**config.mk**
```make
export PLATFORM = sky130hd
export DESIGN_NAME = path_length_accumulator_top
export DESIGN_NICKNAME = d
export VERILOG_FILES = /design/src/rtl/core/plen_pkg.sv /design/src/rtl/core/path_length_accumulator_top.sv
export SDC_FILE = /design/constraint.sdc
export NUM_CORES = 1
export LEC_CHECK = 0
export ABC_CLOCK_PERIOD_IN_PS = 10000
export BUFFER_PORTS_ARGS = -buffer_cell sky130_fd_sc_hd__buf_4
export CAP_MARGIN = 20
export CORE_MARGIN = 2
export CORE_UTILIZATION = 24
export DETAILED_ROUTE_END_ITERATION = 8
export GPL_ROUTABILITY_DRIVEN = 0
export GPL_TIMING_DRIVEN = 0
export SETUP_SLACK_MARGIN = 0.5
export SYNTH_ARGS = -nofsm -noshare
export SYNTH_HDL_FRONTEND = slang
export SYNTH_SLANG_ARGS = --single-unit
export TNS_END_PERCENT = 30
```
**constraint.sdc**
```tcl
create_clock -name clock -period 10 [get_ports clock]
set_clock_uncertainty 0.15 [all_clocks]
set_input_delay 1 -clock clock [delete_from_list [all_inputs] [get_ports clock]]
set_output_delay 1 -clock clock [all_outputs]
set_load 0.01 [all_outputs]
```
**src/rtl/core/plen_pkg.sv**
```systemverilog
package plen_pkg;

   // default coordinate width
   localparam int unsigned COORD_BITS_DEF = 7;

   // width of the emitted total and its saturation ceiling
   localparam int unsigned TOTAL_BITS = 16;
   localparam logic [TOTAL_BITS-1:0] TOTAL_MAX = 16'hFFFF;

   // sequencer states, one-hot
   typedef enum logic [4:0] {
      ST_IDLE  = 5'b00001,
      ST_SQX   = 5'b00010,
      ST_SQY   = 5'b00100,
      ST_ROOT  = 5'b01000,
      ST_ACCUM = 5'b10000
   } state_type;

endpackage

```
**src/rtl/core/path_length_accumulator_top.sv**
```systemverilog
// path length accumulator: takes the points of a track one request at a time
// (x, y and a last-point flag) and adds floor(sqrt(dx*dx + dy*dy)) from the
// previous point to a 16-bit total that saturates at 65535. the point flagged
// last produces one response carrying the total, and the block then starts a
// fresh track; a track of one point reports 0. only one request is in flight:
// a point that has a predecessor passes through SQX, SQY, ROOT and ACCUM
// before req_ready returns, while the first point of a track goes through
// ACCUM alone. the square root resolves one result bit per cycle over
// COORD_BITS + 1 steps, after one shared multiplier has formed dx squared
// and then dy squared.
// the response sits in an output register, so the next point may be accepted
// while a finished total still waits for rsp_ready; a last point finishing
// while an earlier total is still unread holds until that total is taken.
module path_length_accumulator_top #(
   parameter int unsigned COORD_BITS = plen_pkg::COORD_BITS_DEF
) (
   input  logic                            clock,
   input  logic                            reset,
   input  logic                            req_valid,
   output logic                            req_ready,
   input  logic [COORD_BITS-1:0]           req_x_coord,
   input  logic [COORD_BITS-1:0]           req_y_coord,
   input  logic                            req_last_point,
   output logic                            rsp_valid,
   input  logic                            rsp_ready,
   output logic [plen_pkg::TOTAL_BITS-1:0] rsp_total_length
);

   // radicand is dx^2 + dy^2, padded to an even width for the bit-pair root
   localparam int unsigned ROOT_W  = COORD_BITS + 1;
   localparam int unsigned RAD_W   = 2 * ROOT_W;
   localparam int unsigned PROD_W  = 2 * COORD_BITS;
   localparam int unsigned REM_W   = ROOT_W + 1;
   localparam int unsigned TRIAL_W = REM_W + 2;
   localparam int unsigned CNT_W   = (ROOT_W > 1) ? $clog2(ROOT_W) : 1;
   localparam int unsigned TB      = plen_pkg::TOTAL_BITS;
   localparam int unsigned SUM_W   = ((ROOT_W > TB) ? ROOT_W : TB) + 1;
   localparam logic [CNT_W-1:0] LAST_STEP = CNT_W'(ROOT_W - 1);

   plen_pkg::state_type state_ff, state_in;

   // track state
   logic [COORD_BITS-1:0] prev_x_ff, prev_x_in;
   logic [COORD_BITS-1:0] prev_y_ff, prev_y_in;
   logic [TB-1:0]         total_ff, total_in;
   logic                  have_prev_ff, have_prev_in;

   // per-request working registers
   logic [COORD_BITS-1:0] dx_ff, dx_in;
   logic [COORD_BITS-1:0] dy_ff, dy_in;
   logic                  last_ff, last_in;
   logic [RAD_W-1:0]      rad_ff, rad_in;
   logic [REM_W-1:0]      rem_ff, rem_in;
   logic [ROOT_W-1:0]     root_ff, root_in;
   logic [CNT_W-1:0]      cnt_ff, cnt_in;

   // response register
   logic                  rsp_valid_ff, rsp_valid_in;
   logic [TB-1:0]         rsp_total_ff, rsp_total_in;

   // shared datapath signals
   logic                  req_fire;
   logic                  out_free;
   logic [COORD_BITS-1:0] mul_op;
   logic [PROD_W-1:0]     mul_prod;
   logic [TRIAL_W-1:0]    rem_shift;
   logic [TRIAL_W-1:0]    trial;
   logic                  trial_ok;
   logic [TRIAL_W-1:0]    trial_diff;
   logic [SUM_W-1:0]      sum_wide;
   logic [TB-1:0]         sum_sat;

   assign req_ready = (state_ff == plen_pkg::ST_IDLE);
   assign req_fire  = req_valid && req_ready;
   assign out_free  = !rsp_valid_ff || rsp_ready;

   assign rsp_valid        = rsp_valid_ff;
   assign rsp_total_length = rsp_total_ff;

   // one multiplier squares dx, then dy
   assign mul_op   = (state_ff == plen_pkg::ST_SQX) ? dx_ff : dy_ff;
   assign mul_prod = mul_op * mul_op;

   // restoring root step: bring down the next radicand bit pair
   assign rem_shift  = {rem_ff, rad_ff[RAD_W-1 -: 2]};
   assign trial      = {1'b0, root_ff, 2'b01};
   assign trial_ok   = (rem_shift >= trial);
   assign trial_diff = rem_shift - trial;

   // saturating add of the segment length
   assign sum_wide = SUM_W'(total_ff) + SUM_W'(root_ff);
   assign sum_sat  = (sum_wide > SUM_W'(plen_pkg::TOTAL_MAX)) ? plen_pkg::TOTAL_MAX
                                                              : sum_wide[TB-1:0];

   always_comb begin
      state_in     = state_ff;
      prev_x_in    = prev_x_ff;
      prev_y_in    = prev_y_ff;
      total_in     = total_ff;
      have_prev_in = have_prev_ff;
      dx_in        = dx_ff;
      dy_in        = dy_ff;
      last_in      = last_ff;
      rad_in       = rad_ff;
      rem_in       = rem_ff;
      root_in      = root_ff;
      cnt_in       = cnt_ff;
      rsp_valid_in = rsp_valid_ff;
      rsp_total_in = rsp_total_ff;

      if (rsp_valid_ff && rsp_ready) begin
         rsp_valid_in = 1'b0;
      end

      case (state_ff)
         plen_pkg::ST_IDLE: begin
            if (req_fire) begin
               dx_in        = (req_x_coord > prev_x_ff) ? req_x_coord - prev_x_ff
                                                        : prev_x_ff - req_x_coord;
               dy_in        = (req_y_coord > prev_y_ff) ? req_y_coord - prev_y_ff
                                                        : prev_y_ff - req_y_coord;
               last_in      = req_last_point;
               root_in      = '0;
               rem_in       = '0;
               // a new track clears its history after its last point
               prev_x_in    = req_last_point ? '0 : req_x_coord;
               prev_y_in    = req_last_point ? '0 : req_y_coord;
               have_prev_in = !req_last_point;
               // first point of a track has no segment
               state_in     = have_prev_ff ? plen_pkg::ST_SQX : plen_pkg::ST_ACCUM;
            end
         end
         plen_pkg::ST_SQX: begin
            rad_in   = RAD_W'(mul_prod);
            state_in = plen_pkg::ST_SQY;
         end
         plen_pkg::ST_SQY: begin
            rad_in   = rad_ff + RAD_W'(mul_prod);
            cnt_in   = LAST_STEP;
            state_in = plen_pkg::ST_ROOT;
         end
         plen_pkg::ST_ROOT: begin
            rad_in  = rad_ff << 2;
            rem_in  = trial_ok ? trial_diff[REM_W-1:0] : rem_shift[REM_W-1:0];
            root_in = {root_ff[ROOT_W-2:0], trial_ok};
            cnt_in  = cnt_ff - 1'b1;
            if (cnt_ff == '0) begin
               state_in = plen_pkg::ST_ACCUM;
            end
         end
         plen_pkg::ST_ACCUM: begin
            if (!last_ff) begin
               total_in = sum_sat;
               state_in = plen_pkg::ST_IDLE;
            end else if (out_free) begin
               rsp_valid_in = 1'b1;
               rsp_total_in = sum_sat;
               total_in     = '0;
               state_in     = plen_pkg::ST_IDLE;
            end
         end
         default: begin
            state_in = plen_pkg::ST_IDLE;
         end
      endcase
   end

   always_ff @(posedge clock) begin
      if (reset) begin
         state_ff     <= plen_pkg::ST_IDLE;
         prev_x_ff    <= '0;
         prev_y_ff    <= '0;
         total_ff     <= '0;
         have_prev_ff <= 1'b0;
         rsp_valid_ff <= 1'b0;
      end else begin
         state_ff     <= state_in;
         prev_x_ff    <= prev_x_in;
         prev_y_ff    <= prev_y_in;
         total_ff     <= total_in;
         have_prev_ff <= have_prev_in;
         rsp_valid_ff <= rsp_valid_in;
      end
   end

   // payload, no reset needed
   always_ff @(posedge clock) begin
      dx_ff        <= dx_in;
      dy_ff        <= dy_in;
      last_ff      <= last_in;
      rad_ff       <= rad_in;
      rem_ff       <= rem_in;
      root_ff      <= root_in;
      cnt_ff       <= cnt_in;
      rsp_total_ff <= rsp_total_in;
   end

   // a point with a predecessor goes to the multiplier
   assert property (@(posedge clock) disable iff (reset)
      (req_fire && have_prev_ff) |=> (state_ff == plen_pkg::ST_SQX))
      else $error("segment request skipped the multiplier");

   // a first point goes straight to accumulation with a zero segment
   assert property (@(posedge clock) disable iff (reset)
      (req_fire && !have_prev_ff) |=> (state_ff == plen_pkg::ST_ACCUM && root_ff == '0))
      else $error("first point did not bypass the root");

   // a response appears only from accumulation of a last point
   assert property (@(posedge clock) disable iff (reset)
      $rose(rsp_valid_ff) |-> ($past(state_ff) == plen_pkg::ST_ACCUM && $past(last_ff)))
      else $error("response raised outside accumulation");

   // after a last point the track state is clean
   assert property (@(posedge clock) disable iff (reset)
      $rose(rsp_valid_ff) |-> (total_ff == '0 && !have_prev_ff))
      else $error("track state not cleared after last point");

endmodule

```
======== Word-level counts from Yosys, hierarchy flattened ========
Cells that the tools add are included.
storage, ports and cells
  register bits ........................... 104
  logic and storage cells ................. 75
operators by class
  reductions and logical operators ........ 14
  $lt $le $gt $ge ......................... 4
  mux-type cells .......................... 25
  equality and inequality tests ........... 9
  multiply operators ...................... 1
  add/sub/neg operators ................... 8
operator list
  operator                                              number
  2-to-1 mux 16 bit                                     3
  one-hot mux 16 bit (3 select lines)                   1
  2-to-1 mux 7 bit                                      5
  subtractor 7 bit                                      4
  2-to-1 mux 5 bit                                      5
  one-hot mux 5 bit (5 select lines)                    1
  2-to-1 mux 9 bit                                      2
  one-hot mux 9 bit (2 select lines)                    1
  adder 16 x 8 -> 17 bit                                1
  > comparator 17 x 16 -> 1 bit, second input constant  1
  adder 16 x 14 -> 16 bit                               1
  one-hot mux 8 bit (2 select lines)                    1
  > comparator 7 bit                                    2
  multiplier 7 x 7 -> 14 bit                            1
  >= comparator 11 x 10 -> 1 bit                        1
  subtractor 9 bit                                      1
  2-to-1 mux 8 bit                                      1
  one-hot mux 3 bit (2 select lines)                    1
  AND reduction 2 bit                                   3
  AND reduction 3 bit                                   2
  equality test 5 x 1 -> 1 bit, second input constant   1
  equality test 5 x 2 -> 1 bit, second input constant   1
  equality test 5 x 3 -> 1 bit, second input constant   1
  equality test 5 x 4 -> 1 bit, second input constant   1
  12 further kinds                                      19

======== Depth between registers and ports, before layout ========
Gate-level depths: netlist of the first run.
  word-level depth ........................ 5
  gate-level depth with buffers ........... 29
  depth with buffers taken out ............ 27

======== Worst setup path after synthesis of the first run ========
OpenSTA, ideal clock, no wires.
  kind .................................... reg2reg
  start point ............................. register state_ff[3]
  end point ............................... register rad_ff[15], data pin
  slack ................................... 3134 ps
  cell stages (with the launch flop) ...... 29
  period minus slack after synthesis ...... 6866 ps
  buffers on the path ..................... 2
  required time ........................... 9581 ps
  data arrival time ....................... 6447 ps
  setup time .............................. 269 ps
  cells stage by stage .................... dfxtp_1 -> or3_4 -> or2_1 -> buf_2 -> buf_2 -> mux2i_2 -> or2_2 -> xnor2_1 -> ha_1 -> inv_1 -> fa_1 -> inv_1 -> fa_1 -> inv_1 -> fa_1 -> inv_1 -> ha_1 -> o21ai_0 -> a21oi_1 -> o41ai_1 -> o21ai_0 -> xor2_1 -> ha_1 -> a21o_1 -> o41ai_1 -> nor2b_1 -> o21ai_0 -> xnor2_1 -> o21ai_0
on the way
  word-level cells in the longest chain between the ends .. 5
  elaborated cells on any way between the ends .. 7
  those cells by class .................... add/sub (1); mul (1); eq/ne (3); mux (2)
RTL lines
  item                                   line                                                                   RTL
  start: declaration                     path_length_accumulator_top.sv:40                                      plen_pkg::state_type state_ff, state_in;
  start signal: assignment               path_length_accumulator_top.sv:170                                     state_ff <= plen_pkg::ST_IDLE;
  start signal: assignment               path_length_accumulator_top.sv:177                                     state_ff <= state_in;
  equality test 5 x 2 -> 1 bit           path_length_accumulator_top.sv:81, path_length_accumulator_top.sv:115
  2-to-1 mux 7 bit                       path_length_accumulator_top.sv:81                                      assign mul_op = (state_ff == plen_pkg::ST_SQX) ? dx_ff : dy_ff;
  multiplier 7 x 7 -> 14 bit             path_length_accumulator_top.sv:82                                      assign mul_prod = mul_op * mul_op;
  adder 16 x 14 -> 16 bit                path_length_accumulator_top.sv:138                                     rad_in = rad_ff + RAD_W'(mul_prod);
  one-hot mux 16 bit (3 select lines) *  path_length_accumulator_top.sv:115                                     case (state_ff)
  named net rad_in[15]                   path_length_accumulator_top.sv:52                                      logic [RAD_W-1:0] rad_ff, rad_in;
  end signal: assignment                 path_length_accumulator_top.sv:191                                     rad_ff <= rad_in;
  end: declaration                       path_length_accumulator_top.sv:52
The timed path passes the listed nets; every way through them passes the cells marked *.
A chain may end at the register's enable or synchronous reset.

======== Worst setup path in the final report of the first run ========
Same ends and word-level chain as after synthesis.

==> run_results.csv, run 1 <==
group,metric,value,unit
setup_path,crit_fanout,10,
clocking,cts_repair_resize_count,0,
detailed_routing,detail_route.drc_violations,0,
clocking,clock_insertion_delay_worst_skew,0.35,ns
cells_and_area,final_cell_area,0.00909,mm²
synth,ys_types,74,
detailed_routing,dr.first_iter.drc_count,321,
timing,rsz0062_at_grt,"false",
setup_path,critPathCaptureType,"flip-flop",
cells_and_area,post_layout_nonfiller_instances,1347,
setup_path,critical_path.reg2reg.endpoint,"rad_ff[15]$_DFFE_PP_",
synth,average_footprint_of_a_synthesized_cell,9.36,µm²
die,placeable_area,0.0326,mm²
setup_path,r2r_start,"state_ff[3]$_SDFFE_PP0P_",
clocking,cts_setup_buffers,0,
synth,synth-seq-area-share,0.345,
power_and_ir_drop,finalPower,2.43,mW
clocking,cts_inserted_buffers,9,
setup_path,critical_path.startpoint_type,"flip-flop",
worst_hold_path,hold_depth,2,
die,row_count,66,
clocking,clockRootBuffer,"sky130_fd_sc_hd__clkbuf_16",
synth,synth_fp_nets,975,
power_and_ir_drop,power.leakage,3.74,nW
timing,setup_violations,0,
die,die_w,186,µm
setup_path,timing.critical_path.arrival,7.56,ns
setup_path,crit_required,9.93,ns
timing,layout_min_cycle_time,7.63,ns
synth,async_flop_share,0,
cells_and_area,area_growth,13.8,%
timing,tcrit_tclk_final,0.763,
setup_path,r2r_setup_slack,2.37,ns
power_and_ir_drop,cellPowerDensity,267,mW/mm²
placed_design,placement.io_buffers,35,
synth,synth_seq_cells,104,
timing,tightestPinTransition,0.751,ns
detailed_routing,detail-route-antenna-nets,0,
timing,fmaxAchievable,131,MHz
detailed_routing,routedWlPerCell,13.0,µm
clocking,cts_tree,"done",
grt,grt_max_degree,19,
grt,grt_usage,0.102,
detailed_routing,vias,6159,
power_and_ir_drop,max-vdd-ir-drop,0.198,mV
die,design.die.area,0.0348,mm²
die,floorplan.initialDensity,0.245,
detailed_routing,postRouteWirelength,17500,µm
cells_and_area,n_antenna_cell,0,
cells_and_area,most-common-layout-cells,"98 x sky130_fd_sc_hd__nor2_1, 85 x sky130_fd_sc_hd__ha_1, 81 x sky130_fd_sc_hd__inv_1",
worst_hold_path,min_delay_worst_endpoint,"total_ff[0]$_SDFFE_PP0P_",
die,die_h,186,µm
grt,global_route.overflow_total,0,
run,maxCapViolCount,0,
timing,final_max_slew_viol_count,0,
placed_design,post_dp_cell_area,0.00881,mm²
cells_and_area,layout.cells.most_common,"sky130_fd_sc_hd__nor2_1",
cells_and_area,post_route_cells_drive_above_1_share,0.0983,
clocking,cts-root-to-sink-buffers,2,
synth,synth_cell_area,0.00799,mm²
placed_design,post-place-cells,1331,
detailed_routing,route.detailed.vias_per_inst,4.57,
setup_path,worst-r2r-cell-count,27,
synth,synth_edf_count,67,
setup_path,cell_mode_on_critical_path,"sky130_fd_sc_hd__o21ai_0",
detailed_routing,firstDrtPassIters,5,
cells_and_area,final_nets,1022,
worst_hold_path,hp_class,"flip-flop to flip-flop",
setup_path,timing_worst_setup_path_type,"flip-flop to flip-flop",
grt,grt_pass1_vias,5989,
grt,number_of_antenna_violations_at_the_first_check_in_global_routing,0,
die,io-pin-count,37,
placed_design,place.detailed.hpwl,13900,µm
synth,syn-instance-count,853,
grt,first_pass_grt_wire_length,29600,µm
cells_and_area,layout.filler_cells,3453,
synth,synth_top_flop_cell,"sky130_fd_sc_hd__edfxtp_1",
timing,setup-tns-final,0,ns
clocking,ctsHoldBuffers,0,
setup_path,cp_slowest_cell,"sky130_fd_sc_hd__mux2i_1",
clocking,cts_sinks,104,
synth,yosys_warnings,0,
clocking,cts_htree_levels,3,
worst_hold_path,holdCritStartpoint,"total_ff[0]$_SDFFE_PP0P_",
clocking,cts.reportedPaths.clkPinSlew,0.08,ns
timing,final_hold_viol_count,0,
setup_path,timing.critical_path.slowest_cell_delay,0.60,ns
timing,slew_headroom,0.485,
run_status,run_status,"finished, final reports clean",
[routing by layer]
metal	wire, µm	GRT usage	share of wire
met5	0	0	0
met4	100	0.0169	0.0057
met3	668	0.0169	0.038
met2	8020	0.169	0.46
met1	8720	0.140	0.50
[power breakdown]
group	internal [mW]	total (mW)	switching, mW
clock network	0.173	0.342	0.168
registers	0.525	0.542	0.0178
logic	0.702	1.55	0.844
[synthesized netlist by cell type (4+ instances only)]
master                      n  area share
sky130_fd_sc_hd__a211oi_1  10      0.0094
sky130_fd_sc_hd__a21o_1    10      0.0094
sky130_fd_sc_hd__a21oi_1   53       0.033
sky130_fd_sc_hd__a221o_1    5      0.0063
sky130_fd_sc_hd__a22oi_1   11       0.010
sky130_fd_sc_hd__a31oi_1   10      0.0078
sky130_fd_sc_hd__and2_1     5      0.0039
sky130_fd_sc_hd__and3_1     7      0.0055
sky130_fd_sc_hd__buf_1      4      0.0019
sky130_fd_sc_hd__clkbuf_1  17      0.0080
sky130_fd_sc_hd__dfxtp_1   37       0.093
sky130_fd_sc_hd__edfxtp_1  67        0.25
sky130_fd_sc_hd__fa_1      18       0.045
sky130_fd_sc_hd__ha_1      85        0.13
sky130_fd_sc_hd__inv_1     81       0.038
sky130_fd_sc_hd__mux2i_1   20       0.025
sky130_fd_sc_hd__nand2_1   52       0.024
sky130_fd_sc_hd__nand2b_1  13       0.010
sky130_fd_sc_hd__nand3_1   11      0.0069
sky130_fd_sc_hd__nand3b_1   7      0.0066
sky130_fd_sc_hd__nor2_1    98       0.046
sky130_fd_sc_hd__nor2b_1   12      0.0094
sky130_fd_sc_hd__nor3_1    30       0.019
sky130_fd_sc_hd__nor3b_1    5      0.0047
sky130_fd_sc_hd__o211ai_1   4      0.0038
sky130_fd_sc_hd__o21a_1     9      0.0085
sky130_fd_sc_hd__o21ai_0   43       0.027
sky130_fd_sc_hd__or2_2     10      0.0078
sky130_fd_sc_hd__xnor2_1   34       0.037
sky130_fd_sc_hd__xor2_1    16       0.018
[sequential cells by signal, indices dropped and copies added, names as in the netlist]
signal            flops
rem_ff                9
rsp_total_length     16
total_ff             16
have_prev_ff          1
cnt_ff                3
rad_ff               16
dx_ff                 7
prev_x_ff             7
root_ff               8
prev_y_ff             7
state_ff              5
dy_ff                 7
rsp_valid             1
last_ff               1
[logic make-up after synthesis]
family / Yosys count / synth area share
DFF: 104 / 0.345
AOI/OAI and AO/OA: 195 / 0.173
adders and majority gates: 103 / 0.178
xor gates and xnor gates: 50 / 0.0548
muxes: 26 / 0.0345
buffers and inverters: 105 / 0.0498
and+or+nand+nor: 270 / 0.165
[metrics by stage]
stage / worst slack (ns) / utilization / hold WS [ns]
after detailed placement: 2.42 / 0.270 / 0.315
after CTS: 2.39 / 0.279 / 0.326
final: 2.37 / 0.279 / 0.317
after global routing: 1.71 / 0.279 / 0.356
after global placement: 2.36 / 0.270 / 0.299
after floorplan: 3.13 / - / 0.291
[worst max-delay path: cells and delay by family, from the launching register on]
family          cells  cell delay, ns
fa+ha+maj           6            2.49
mux                 1            0.60
buf+inv             5            0.48
flops               1            0.34
compound gates      8            1.77
simple gates        4            0.92
xor+xnor            3            0.56
[layout make-up]
type | count | area, µm² | area share
repair buffers | 36 | 270 | 0.0297
flip-flops and latches | 104 | 2750 | 0.303
clock inverters | 6 | 51.3 | 0.00564
clock buffers | 10 | 229 | 0.0252
well taps | 442 | 553 | 0.0608
plain buffers | 24 | 93.8 | 0.0103
multi-input cells | 644 | 4840 | 0.532
inverters | 81 | 304 | 0.0334
[how the worst max path moves through the flow]
| stage | start | end | slack (ns) | cells after the start |
|---|---|---|---|---|
| after floorplan | state_ff[3]$_SDFFE_PP0P_ | rad_ff[15]$_DFFE_PP_ | 3.13 | 28 |
| after global placement | state_ff[3]$_SDFFE_PP0P_ | rad_ff[15]$_DFFE_PP_ | 2.36 | 27 |
| after detailed placement | state_ff[3]$_SDFFE_PP0P_ | rad_ff[15]$_DFFE_PP_ | 2.42 | 27 |
| after CTS | state_ff[3]$_SDFFE_PP0P_ | rad_ff[15]$_DFFE_PP_ | 2.39 | 27 |
| after global routing | state_ff[3]$_SDFFE_PP0P_ | rad_ff[15]$_DFFE_PP_ | 1.71 | 27 |
| final | state_ff[3]$_SDFFE_PP0P_ | rad_ff[15]$_DFFE_PP_ | 2.37 | 27 |
Note: power is estimated with default switching activity, not from simulation.
==> run 2: changes to the inputs <==
ABC_CLOCK_PERIOD_IN_PS = 7170   (was 10000)
clock period = 7.17 ns   (was 10 ns; I/O delays follow)
==> run_results.csv, run 2 (synthesized netlist as in run 1, its figures left out) <==
group,metric,value,unit
run_status,run_status,"finished, final reports clean",
clocking,cts_sinks,104,
timing,setup_violations,0,
die,row_count,66,
detailed_routing,postRouteWirelength,18600,µm
power_and_ir_drop,max-vdd-ir-drop,0.322,mV
power_and_ir_drop,power.leakage,3.87,nW
placed_design,post-place-cells,1330,
cells_and_area,area_growth,18.5,%
power_and_ir_drop,cellPowerDensity,405,mW/mm²
die,floorplan.initialDensity,0.245,
cells_and_area,final_cell_area,0.00946,mm²
setup_path,timing.critical_path.slowest_cell_delay,0.55,ns
grt,global_route.overflow_total,0,
placed_design,placement.io_buffers,35,
timing,setup-tns-final,0,ns
run,maxCapViolCount,0,
timing,tightestPinTransition,0.842,ns
detailed_routing,vias,6334,
timing,fmaxAchievable,148,MHz
detailed_routing,detail_route.drc_violations,0,
grt,grt_usage,0.111,
clocking,cts_inserted_buffers,9,
placed_design,place.detailed.hpwl,13800,µm
detailed_routing,routedWlPerCell,13.6,µm
worst_hold_path,hp_class,"flip-flop to flip-flop",
timing,final.hold.worst_slack,0.316,ns
cells_and_area,utilization,0.290,
placed_design,post_dp_cell_area,0.00883,mm²
clocking,clock_insertion_delay_worst_skew,0.37,ns
cells_and_area,layout.cells.most_common,"sky130_fd_sc_hd__nor2_1",
setup_path,timing.critical_path.arrival,6.70,ns
cells_and_area,most-common-layout-cells,"96 x sky130_fd_sc_hd__nor2_1, 83 x sky130_fd_sc_hd__ha_1, 78 x sky130_fd_sc_hd__inv_1",
die,die_h,186,µm
grt,first_pass_grt_wire_length,31800,µm
timing,setup_slack,0.417,ns
placed_design,dpl_worst_slack,-0.239,ns
grt,grt_max_degree,19,
timing,tcrit_tclk_final,0.942,
clocking,clockRootBuffer,"sky130_fd_sc_hd__clkbuf_16",
grt,number_of_antenna_violations_at_the_first_check_in_global_routing,0,
timing,slew_headroom,0.438,
setup_path,crit_required,7.11,ns
setup_path,timing_worst_setup_path_type,"flip-flop to flip-flop",
die,io-pin-count,37,
cells_and_area,post_layout_nonfiller_instances,1369,
cells_and_area,post_route_cells_drive_above_1_share,0.141,
detailed_routing,firstDrtPassIters,5,
clocking,cts.reportedPaths.clkPinSlew,0.08,ns
setup_path,cp_slowest_cell,"sky130_fd_sc_hd__fa_1",
detailed_routing,route.detailed.vias_per_inst,4.63,
detailed_routing,dr.first_iter.drc_count,455,
detailed_routing,detail-route-antenna-nets,0,
die,design.die.area,0.0348,mm²
clocking,cts_tree,"done",
timing,rsz0062_at_grt,"true",
timing,layout_min_cycle_time,6.75,ns
clocking,cts_htree_levels,3,
timing,final_hold_viol_count,0,
cells_and_area,n_antenna_cell,0,
cells_and_area,final_nets,1044,
setup_path,critPathCaptureType,"flip-flop",
die,placeable_area,0.0326,mm²
timing,final_max_slew_viol_count,0,
clocking,cts-root-to-sink-buffers,2,
die,die_w,186,µm
power_and_ir_drop,finalPower,3.83,mW
setup_path,crit_fanout,8,
grt,grt_pass1_vias,6401,
setup_path,critical_path.startpoint_type,"flip-flop",
-- run 2: cell types whose count changed in the layout (fill, tap and decap cells not counted), moves of 4 or more --
cell / previous run / this run
sky130_fd_sc_hd__buf_4: 36 / 58
sky130_fd_sc_hd__mux2i_4: 0 / 6
sky130_fd_sc_hd__o21ai_0: 43 / 37
sky130_fd_sc_hd__o21ai_1: 1 / 5
-- run 2: layer usage --
layer	routed length, µm	GRT usage	vias to the layer above
li1	-	-	3172
met1	8780	0.140	3052
met2	8820	0.187	86
met3	543	0.0188	24
met4	464	0.0462	0
met5	0	0	-
-- run 2: where the power goes --
group          leakage [nW]  switching (mW)  internal (mW)
sequential            0.929          0.0287          0.732
clock                 0.142           0.247          0.276
combinational          2.80            1.37           1.18
total                  3.87            1.64           2.19
-- run 2: worst paths after layout --
check / end / startpoint / cells past startpoint / slack [ns]
max: rad_ff[14]$_DFFE_PP_ / state_ff[0]$_SDFFE_PP1P_ / 28 / 0.42
min: total_ff[0]$_SDFFE_PP0P_ / total_ff[0]$_SDFFE_PP0P_ / 2 / 0.32
max reg2reg: rad_ff[14]$_DFFE_PP_ / state_ff[0]$_SDFFE_PP1P_ / 28 / 0.42
min reg2reg: total_ff[0]$_SDFFE_PP0P_ / total_ff[0]$_SDFFE_PP0P_ / 2 / 0.32
-- run 2: repair_timing --
action / CTS / global route
endpoints found under the setup margin: 7 / 6
hold endpoints to repair: 0 / 0
hold buffers: 0 / 0
buffers inserted: 18 / 5
resized for setup: 28 / 5
pin swaps: 22 / 16
-- run 2: layout make-up --
cell class	instances	area, µm²
fillers	3429	23200
inverters	81	304
clock inverters	6	78.8
plain buffers	24	115
well taps	442	553
repair buffers	58	435
flip-flops and latches	104	2760
multi-input cells	644	4990
clock buffers	10	229
-- run 2: worst max-delay path, delay by kind of cell, from the launching register on --
family	cells	cell delay, ns
fa+ha+maj	6	2.39
compound gates	9	1.70
simple gates	4	0.97
buf+inv	6	0.47
flops	1	0.32
xor+xnor	2	0.27
mux	1	0.19
